`src/sv/u2l_pkg.sv`:
```
// Shared types, constants and the glyph lookup for the UTF-8 to display character mapper.
`timescale 1ns / 1ps
`default_nettype none

package u2l_pkg;

  localparam int unsigned ByteW  = 8;
  localparam int unsigned CodeW  = 21;
  localparam int unsigned LeftW  = 2;

  // Lead byte masks and their match patterns.
  localparam logic [ByteW-1:0] Lead2Mask = 8'hE0;
  localparam logic [ByteW-1:0] Lead2Pat  = 8'hC0;
  localparam logic [ByteW-1:0] Lead3Mask = 8'hF0;
  localparam logic [ByteW-1:0] Lead3Pat  = 8'hE0;
  localparam logic [ByteW-1:0] Lead4Mask = 8'hF8;
  localparam logic [ByteW-1:0] Lead4Pat  = 8'hF0;

  // Continuation bytes expected after each kind of lead byte.
  localparam logic [LeftW-1:0] Left2 = 2'd1;
  localparam logic [LeftW-1:0] Left3 = 2'd2;
  localparam logic [LeftW-1:0] Left4 = 2'd3;

  localparam logic [ByteW-1:0] CharUnknown = 8'h3F;  // '?'
  localparam logic [ByteW-1:0] CharLowerI  = 8'h69;  // 'i'
  localparam logic [ByteW-1:0] CharUpperI  = 8'h49;  // 'I'

  // Custom glyph slots in the display character generator.
  localparam logic [ByteW-1:0] GlyphAAcute  = 8'd1;
  localparam logic [ByteW-1:0] GlyphEAcute  = 8'd2;
  localparam logic [ByteW-1:0] GlyphOAcute  = 8'd3;
  localparam logic [ByteW-1:0] GlyphOUml    = 8'd4;
  localparam logic [ByteW-1:0] GlyphODblAc  = 8'd5;
  localparam logic [ByteW-1:0] GlyphUAcute  = 8'd6;
  localparam logic [ByteW-1:0] GlyphUUmlDbl = 8'd7;

  // Result of decoding one byte.
  typedef struct packed {
    logic             emit;
    logic [ByteW-1:0] ch;
    logic             last;
  } res_t;

  function automatic logic [ByteW-1:0] map_code(input logic [CodeW-1:0] cp);
    logic [ByteW-1:0] ch;
    case (cp)
      21'h0000C1, 21'h0000E1: ch = GlyphAAcute;
      21'h0000C9, 21'h0000E9: ch = GlyphEAcute;
      21'h0000CD:             ch = CharLowerI;
      21'h0000ED:             ch = CharUpperI;
      21'h0000D3, 21'h0000F3: ch = GlyphOAcute;
      21'h0000D6, 21'h0000F6: ch = GlyphOUml;
      21'h000150, 21'h000151: ch = GlyphODblAc;
      21'h0000DA, 21'h0000FA: ch = GlyphUAcute;
      21'h0000DC, 21'h0000FC,
      21'h000170, 21'h000171: ch = GlyphUUmlDbl;
      default:                ch = CharUnknown;
    endcase
    return ch;
  endfunction

endpackage

`default_nettype wire

```
`src/sv/utf8_to_lcd_charset_mapper.sv`:
```
// Top level of the UTF-8 to display character mapper.
//
//   Channel | Direction | Handshake              | Payload
//   --------+-----------+------------------------+-------------------------
//   in      | sink      | in_valid / in_ready    | in_byte[7:0], in_last
//   out     | source    | out_valid / out_ready  | out_char[7:0], out_last
//
// One byte beat is taken per cycle while in_ready is high. A byte is held in
// the input register, where the decoder updates the sequence state and forms
// the result, and the result is then loaded into the output register, from
// which the character leaves. Lead bytes and inner continuation bytes
// produce no beat on the out side unless they carry the last flag.
// Reset (rst, synchronous, active high) empties both registers and clears
// the sequence state. When the sink stalls, a byte that produces a result
// waits in the input register, and the input side stalls only once that
// register is also full; bytes that produce no result still move on.
//
// Decoding: lead bytes 110xxxxx, 1110xxxx and 11110xxx open sequences of two,
// three and four bytes. The following bytes are taken as continuations and
// contribute their low six bits. A finished code point maps the Hungarian
// accented letters to custom glyphs 1 through 7, U+00CD to 'i', U+00ED to
// 'I', and anything else to '?'. Bytes outside a sequence pass through
// unchanged. A last flag inside an unfinished sequence gives '?' and closes
// the string.
`timescale 1ns / 1ps
`default_nettype none

module utf8_to_lcd_charset_mapper (
  input  wire logic                      clk,
  input  wire logic                      rst,
  input  wire logic                      in_valid,
  output logic                           in_ready,
  input  wire logic [u2l_pkg::ByteW-1:0] in_byte,
  input  wire logic                      in_last,
  output logic                           out_valid,
  input  wire logic                      out_ready,
  output logic [u2l_pkg::ByteW-1:0]      out_char,
  output logic                           out_last
);
  import u2l_pkg::*;

  logic             held_valid;
  logic [ByteW-1:0] held_byte;
  logic             held_last;
  logic             held_take;
  logic             can_load;
  logic [LeftW-1:0] bytes_left;
  res_t             res;

  // The held byte moves on when it yields nothing or the result register
  // has room for its character.
  assign held_take = held_valid && (!res.emit || can_load);

  u2l_in_reg u_in_reg (
    .clk        (clk),
    .rst        (rst),
    .in_valid   (in_valid),
    .in_ready   (in_ready),
    .in_byte    (in_byte),
    .in_last    (in_last),
    .take       (held_take),
    .held_valid (held_valid),
    .held_byte  (held_byte),
    .held_last  (held_last)
  );

  u2l_decode u_decode (
    .clk        (clk),
    .rst        (rst),
    .step       (held_take),
    .cur_byte   (held_byte),
    .cur_last   (held_last),
    .res        (res),
    .bytes_left (bytes_left)
  );

  u2l_out_reg u_out_reg (
    .clk       (clk),
    .rst       (rst),
    .load      (held_take && res.emit),
    .res       (res),
    .can_load  (can_load),
    .out_valid (out_valid),
    .out_ready (out_ready),
    .out_char  (out_char),
    .out_last  (out_last)
  );

  // A string end always leaves the decoder between sequences.
  assert property (@(posedge clk) disable iff (rst)
    held_take && held_last |=> bytes_left == '0)
    else $error("sequence state not cleared after last beat");

  // A held byte that cannot move stays in place with its payload.
  assert property (@(posedge clk) disable iff (rst)
    held_valid && !held_take |=> held_valid && $stable(held_byte) && $stable(held_last))
    else $error("held byte lost while stalled");

  // A byte that yields a result is loaded into the result register.
  assert property (@(posedge clk) disable iff (rst)
    held_take && res.emit |=> out_valid && out_char == $past(res.ch))
    else $error("result not captured");

  // Mid-sequence bytes without the last flag give no result.
  assert property (@(posedge clk) disable iff (rst)
    held_take && !held_last && bytes_left > LeftW'(1) |-> !res.emit)
    else $error("result emitted in the middle of a sequence");

endmodule

`default_nettype wire

```
`src/sv/u2l_in_reg.sv`:
```
// Input register stage that holds one byte beat until the decoder consumes it.
`timescale 1ns / 1ps
`default_nettype none

module u2l_in_reg (
  input  wire logic                      clk,
  input  wire logic                      rst,
  input  wire logic                      in_valid,
  output logic                           in_ready,
  input  wire logic [u2l_pkg::ByteW-1:0] in_byte,
  input  wire logic                      in_last,
  input  wire logic                      take,
  output logic                           held_valid,
  output logic [u2l_pkg::ByteW-1:0]      held_byte,
  output logic                           held_last
);
  import u2l_pkg::*;

  // The stage is free when empty or when its beat leaves this cycle.
  assign in_ready = !held_valid || take;

  always_ff @(posedge clk) begin
    if (rst) begin
      held_valid <= 1'b0;
    end else if (in_ready) begin
      held_valid <= in_valid;
    end
  end

  always_ff @(posedge clk) begin
    if (in_valid && in_ready) begin
      held_byte <= in_byte;
      held_last <= in_last;
    end
  end

endmodule

`default_nettype wire

```
`src/sv/u2l_decode.sv`:
```
// Sequence state and the single-pass decode of one byte into at most one character.
`timescale 1ns / 1ps
`default_nettype none

module u2l_decode (
  input  wire logic                      clk,
  input  wire logic                      rst,
  input  wire logic                      step,
  input  wire logic [u2l_pkg::ByteW-1:0] cur_byte,
  input  wire logic                      cur_last,
  output u2l_pkg::res_t                  res,
  output logic [u2l_pkg::LeftW-1:0]      bytes_left
);
  import u2l_pkg::*;

  logic [CodeW-1:0] code_accum;
  logic [CodeW-1:0] code_accum_next;
  logic [LeftW-1:0] bytes_left_next;
  logic [CodeW-1:0] code_step;
  logic [LeftW-1:0] left_step;

  always_comb begin
    code_step = code_accum;
    left_step = bytes_left;
    res.emit  = 1'b1;
    res.ch    = cur_byte;
    res.last  = cur_last;
    if (bytes_left != '0) begin
      // Continuation: only the low six bits count, whatever the top bits are.
      code_step = {code_accum[CodeW-7:0], cur_byte[5:0]};
      left_step = bytes_left - LeftW'(1);
      if (left_step != '0) begin
        res.emit = cur_last;
        res.ch   = CharUnknown;
      end else begin
        res.ch = map_code(code_step);
      end
    end else if ((cur_byte & Lead2Mask) == Lead2Pat) begin
      code_step = CodeW'(cur_byte[4:0]);
      left_step = Left2;
      res.emit  = cur_last;
      res.ch    = CharUnknown;
    end else if ((cur_byte & Lead3Mask) == Lead3Pat) begin
      code_step = CodeW'(cur_byte[3:0]);
      left_step = Left3;
      res.emit  = cur_last;
      res.ch    = CharUnknown;
    end else if ((cur_byte & Lead4Mask) == Lead4Pat) begin
      code_step = CodeW'(cur_byte[2:0]);
      left_step = Left4;
      res.emit  = cur_last;
      res.ch    = CharUnknown;
    end
    // The end of a string always leaves the decoder clean for the next one.
    code_accum_next = cur_last ? '0 : code_step;
    bytes_left_next = cur_last ? '0 : left_step;
  end

  always_ff @(posedge clk) begin
    if (rst) begin
      bytes_left <= '0;
      code_accum <= '0;
    end else if (step) begin
      bytes_left <= bytes_left_next;
      code_accum <= code_accum_next;
    end
  end

endmodule

`default_nettype wire

```
`src/sv/u2l_out_reg.sv`:
```
// Result register that holds one display character beat until the sink takes it.
`timescale 1ns / 1ps
`default_nettype none

module u2l_out_reg (
  input  wire logic                 clk,
  input  wire logic                 rst,
  input  wire logic                 load,
  input  wire u2l_pkg::res_t        res,
  output logic                      can_load,
  output logic                      out_valid,
  input  wire logic                 out_ready,
  output logic [u2l_pkg::ByteW-1:0] out_char,
  output logic                      out_last
);
  import u2l_pkg::*;

  assign can_load = !out_valid || out_ready;

  always_ff @(posedge clk) begin
    if (rst) begin
      out_valid <= 1'b0;
    end else if (can_load) begin
      out_valid <= load;
    end
  end

  always_ff @(posedge clk) begin
    if (load && can_load) begin
      out_char <= res.ch;
      out_last <= res.last;
    end
  end

endmodule

`default_nettype wire

```
`config.mk`:
```
export PLATFORM = sky130hd
export DESIGN_NAME = utf8_to_lcd_charset_mapper
export DESIGN_NICKNAME = d
export VERILOG_FILES = /design/src/sv/u2l_pkg.sv /design/src/sv/utf8_to_lcd_charset_mapper.sv /design/src/sv/u2l_in_reg.sv /design/src/sv/u2l_decode.sv /design/src/sv/u2l_out_reg.sv
export SDC_FILE = /design/constraint.sdc
export NUM_CORES = 1
export LEC_CHECK = 0
export BUFFER_PORTS_ARGS = -buffer_cell sky130_fd_sc_hd__buf_2
export CORE_UTILIZATION = 30
export CTS_BUF_LIST = sky130_fd_sc_hd__clkbuf_8
export DETAILED_ROUTE_END_ITERATION = 8
export PLACE_DENSITY = 0.47
export SETUP_SLACK_MARGIN = 0.05
export SYNTH_ARGS = -nofsm -noshare
export SYNTH_HDL_FRONTEND = slang
export SYNTH_SLANG_ARGS = --single-unit
```
`constraint.sdc`:
```
create_clock -name clk -period 3 [get_ports clk]
set_clock_uncertainty 0.2 [all_clocks]
set_input_delay 0.6 -clock clk [delete_from_list [all_inputs] [get_ports clk]]
set_output_delay 0.6 -clock clk [all_outputs]
set_load 0.01 [all_outputs]
```
Word level (Yosys, flattened, before mapping) --
Index checks and enable logic that the tools add are counted.
Operators by class: $add $sub $neg 1, muxes and demuxes 17, reduce and logical (&&, ||, !) cells 21, equality and inequality tests 21
Operators by type and width (number):
- $eq 21x8->1 const B | 14
- $eq 21x9->1 const B | 4
- $mux 15 | 5
- $pmux 7 s9 | 1
- $mux 9 | 4
- $reduce_or 2->1 | 6
- $mux 2 | 5
- $mux 7 | 1
- $eq 5x5->1 const B | 1
- $reduce_bool 5->1 | 1
- $eq 4x4->1 const B | 1
- $logic_and 1x1->1 | 4
- $reduce_bool 2->1 | 2
- $reduce_or 4->1 | 1
- $eq 3x3->1 const B | 1
- $logic_not 1->1 | 3
- $logic_or 1x1->1 | 3
- $reduce_and 2->1 | 1
- $sub 2x1->2 const B | 1
- $mux 1 | 1
Word-level totals: register bits 37, word-level logic and storage cells 68, output and inout port bits 11, bits of input ports 13

Depth between registers and ports, before layout --
depth after elaboration 10, depth in mapped cells 8, mapped depth without buffers 5

Cells and area by module --
Synthesis repeated with hierarchy kept, for this count alone.
Second synthesis, totals: cells, all modules 185, area total of the unflattened synthesis 1770.4 um^2
By module, submodules not included:
- u2l_decode | sequential area each 340.3 um^2, area an instance 1101.1 um^2, instances 1, cells each 154
- u2l_in_reg | sequential area each 290.3 um^2, area an instance 325.3 um^2, instances 1, cells each 14
- u2l_out_reg | sequential area each 290.3 um^2, area an instance 325.3 um^2, instances 1, cells each 14
- utf8_to_lcd_charset_mapper | sequential area each 0.0 um^2, area an instance 18.8 um^2, instances 1, cells each 3

Worst setup path before layout --
No wires, ideal clock.
path kind register to register, from register u_in_reg.held_byte[2] (netlist name), to register u_out_reg.out_char[1] (netlist name), data pin, setup time 0.261 ns, period minus slack after synthesis 2.093 ns, path slack 0.907 ns, cell stages (with the launch flop) 7, data required time 2.539 ns, arrival time 1.631 ns, path buffers 1, path through edfxtp_1 buf_6 or4b_4 o2bb2ai_2 nand4_2 a211oi_2 a21oi_1
RTL lines:
- start, declared | line u2l_in_reg.sv:14 | output logic [u2l_pkg::ByteW-1:0] held_byte,
- start signal, assigned | line u2l_in_reg.sv:32 | held_byte <= in_byte;
- end signal, assigned | line u2l_out_reg.sv:30 | out_char <= res.ch;
- end, declared | line u2l_out_reg.sv:13 | output logic [u2l_pkg::ByteW-1:0] out_char,

Final worst setup path --
from register u_in_reg.held_byte[4] (netlist name), to output port in_ready
Between the ends: cells in the longest elaborated chain, start to end 9, elaborated cells on any way between the ends 10, those cells by class eq/ne (2); mux (4); reduce/logical (4)
Ends and longest elaborated chain:
- $eq 5x5->1 | line u2l_decode.sv:48 | end else if ((cur_byte & Lead4Mask) == Lead4Pat) begin
- $mux 9 | line u2l_decode.sv:48
- $mux 9 * | line u2l_decode.sv:43 | end else if ((cur_byte & Lead3Mask) == Lead3Pat) begin
- $mux 9 * | line u2l_decode.sv:38 | end else if ((cur_byte & Lead2Mask) == Lead2Pat) begin
- $mux 9 * | line u2l_decode.sv:28 | if (bytes_left != '0) begin
- $logic_not 1->1 * | line utf8_to_lcd_charset_mapper.sv:52 | assign held_take = held_valid && (!res.emit || can_load);
- $logic_or 1x1->1 * | line utf8_to_lcd_charset_mapper.sv:52
- $logic_and 1x1->1 * | line utf8_to_lcd_charset_mapper.sv:52
- $logic_or 1x1->1 * | line u2l_in_reg.sv:20 | assign in_ready = !held_valid || take;
- end, declared | line utf8_to_lcd_charset_mapper.sv:32 | output logic in_ready,
Mark *: on every way between the ends. The rest lies on a longest branch, timed or not.

==> metrics.yaml <==
synthesis:
  syn_inst: 193
  mappedNetlistNets: 206
  synth_ff_type: "dfxtp_1"
  synth_edf_count: 18
  ys_seq_area_share_pct: 48.8
  ys_async_sr_fraction_pct: 0
  synth_cell_types: 48
  syn_area_mm2: 0.00189
  avgSynthCellArea_um2: 9.77
  synth.ff_latch_count: 37
  yosys_warnings: 0
die:
  core-area_mm2: 0.00599
  pin_count: 24
  die_w_um: 81.3
  die_h_um: 81.3
  rows: 28
  die_area_mm2: 0.00661
  start_util_pct: 31.5
global_routing:
  antenna_found_initial: 0
  grt_use_met2_pct: 21.9
  grt_use_met1_pct: 18.3
  grt_busiest_layer: "met2"
  grt_pass1_vias: 1363
  grt_util_met3_pct: 3.03
  grt_usage_pct: 13.7
  grt_first_pass_wirelength_mm: 6.78
  grt-ovfl-total: 0
  grt_max_degree: 33
min_path:
  hp-class: "register to register"
drt:
  drt_drc_violations_left: 0
  drtPass1Iterations: 4
  wl_per_cell_um: 14.1
  viasPerCell: 5.05
  ant_nets: 0
  routed_wl_mm: 4.10
  vias: 1465
  drt_iter0_drc: 119
setup_path:
  critPathLaunchType: "register"
  r2r-start: "u_in_reg.held_byte[2]"
  critPathArrivalTime_ns: 1.84
  critPathLaunch: "u_in_reg.held_byte[4]"
  worstReg2RegEnd: "u_out_reg.out_char[0]"
  cp-end-kind: "output port"
  reg2reg_depth: 5
  worst-endpoint-required_ns: 2.20
  crit_fanout: 14
  rrSetupSlack_ns: 0.74
  crit_path_end: "in_ready"
  timing_worst_setup_path_type: "register to output port"
cts:
  cts_setup_buffers: 0
  cts_max_level: 2
  clockBufferDepth: 2
  cts.repair.resized: 0
  cts_sinks: 37
  cts_tree: "done"
  path_clk_slew_ns: 0.07
  clock_latency_ns: 0.28
  cts_hold_buf: 0
  clockRootBuffer: "clkbuf_8"
  cts_buffers: 5
pwr:
  ir_drop_uv: 225
  cellLeakagePower_nw: 0.742
  p_per_area_mw_per_mm2: 476
layout:
  layout.nets: 227
  diodes: 0
  syn2layout_area_growth_pct: 12.7
  drive_above_1_share_pct: 22.3
sta:
  slew_violations: 0
  finalCritPeriodShare_pct: 88.0
  tightest_slew_ns: 0.491
  period_needed_ns: 2.64
  max_freq_mhz: 379
  hold_violations: 0
  hold_slack_ns: 0.280
  tns_ns: 0
  slew_headroom_pct: 66.9
  rsz0062_at_grt: "false"
  finalSetupViolCount: 0
job:
  drv_cap: 0
placement:
  io_buffers: 23
  dpl.hpwl_mm: 2.86
  gp_congestion: 0.815
status:
  status: "completed"
metrics by stage:
stage               cells  total power, mW  area, um^2  utilization [%]  setup slack (ns)
global route          290             1.06        2130             35.5             0.159
global placement      282            0.680        2040             34.0             0.697
floorplan             193            0.648        1890                -             0.907
finish                290             1.01        2130             35.5             0.360
detailed placement    282            0.679        2040             34.0             0.683
CTS                   290             1.02        2130             35.5             0.346
layout make-up:
cell class	instances	area, um^2
well taps	75	93.8
inverters	5	18.8
clock buffers	5	68.8
flip-flops and latches	37	921
multi-input cells	138	861
repair buffers	27	145
fillers	612	3860
clock inverters	3	17.5
worst min-delay path by stage:
| stage | start | endpoint | cells past startpoint |
|---|---|---|---|
| after global routing | in_byte[5] | u_in_reg.held_byte[5] | 1 |
| final | u_decode.code_accum[0] | u_decode.code_accum[0] | 2 |
| after detailed placement | u_decode.code_accum[0] | u_decode.code_accum[0] | 2 |
| after floorplan | u_decode.code_accum[0] | u_decode.code_accum[0] | 2 |
| after CTS | u_decode.code_accum[0] | u_decode.code_accum[0] | 2 |
| after global placement | u_decode.code_accum[0] | u_decode.code_accum[0] | 2 |
metal layers:
layer,part of all wire [%],vias to the layer above
li1,-,743
met1,50,682
met2,45,38
met3,4.0,2
met4,0.46,0
met5,0,-
layout by cell type, fill, tap and decap left out, drive strengths merged, types with 2 or more instances in the layout:
master,n
nand3,8
or3,3
nor4bb,2
a31oi,2
inv,5
o311ai,2
buf,27
clkinv,2
nand3b,10
a31o,2
nand2b,3
nor4,4
a21oi,12
nor4b,2
nand2,23
dfxtp,19
nor2,10
and3,3
o21bai,2
nor3b,2
o21ai,17
or3b,3
nor3,3
a2111o,2
edfxtp,18
and2,5
nor2b,3
and3b,2
or2,3
clkbuf,5
critical path: stages, from the launching register on:
cell	delay, ns
edfxtp_1	0.58
nand3_1	0.17
a31oi_1	0.20
o21ai_0	0.14
or2_2	0.32
buf_2	0.14
sequential cells by signal (all words and copies together), names as in the netlist:
register and cells:
u_in_reg.held_last 1, u_out_reg.out_char 8, u_out_reg.out_valid 1, u_decode.code_accum 15, u_out_reg.out_last 1, u_in_reg.held_valid 1, u_in_reg.held_byte 8, u_decode.bytes_left 2
synthesized netlist by cell type (4+ instances only):
cell	number	area (um^2)
clkbuf_1	6	22.5
dfxtp_1	19	380
nor2_1	10	37.5
nand3b_1	10	75.1
nand2_1	23	86.3
nand3_1	8	40.0
edfxtp_1	18	541
and2_1	5	31.3
buf_6	4	45.0
a21oi_1	12	60.1
inv_1	5	18.8
o21ai_0	16	80.1
cell families (layout without fill, tap and decap cells):
family / Yosys count / in the layout / share of synthesized area [%]
AND/OR/NAND/NOR: 92 / 92 / 29.3
AO/OA/AOI/OAI: 44 / 44 / 15.4
flip-flops: 37 / 37 / 48.8
buffers and inverters: 18 / 40 / 5.51
XOR/XNOR: 1 / 1 / 0.465
multiplexers: 1 / 1 / 0.531
report_power, final:
group / internal [mW] / leakage [nW] / switching (mW)
Combinational: 0.0394 / 0.374 / 0.0532
Clock: 0.160 / 0.0439 / 0.183
Sequential: 0.551 / 0.324 / 0.0232
Total: 0.751 / 0.742 / 0.260
Note: power is estimated with default switching activity, not from simulation.
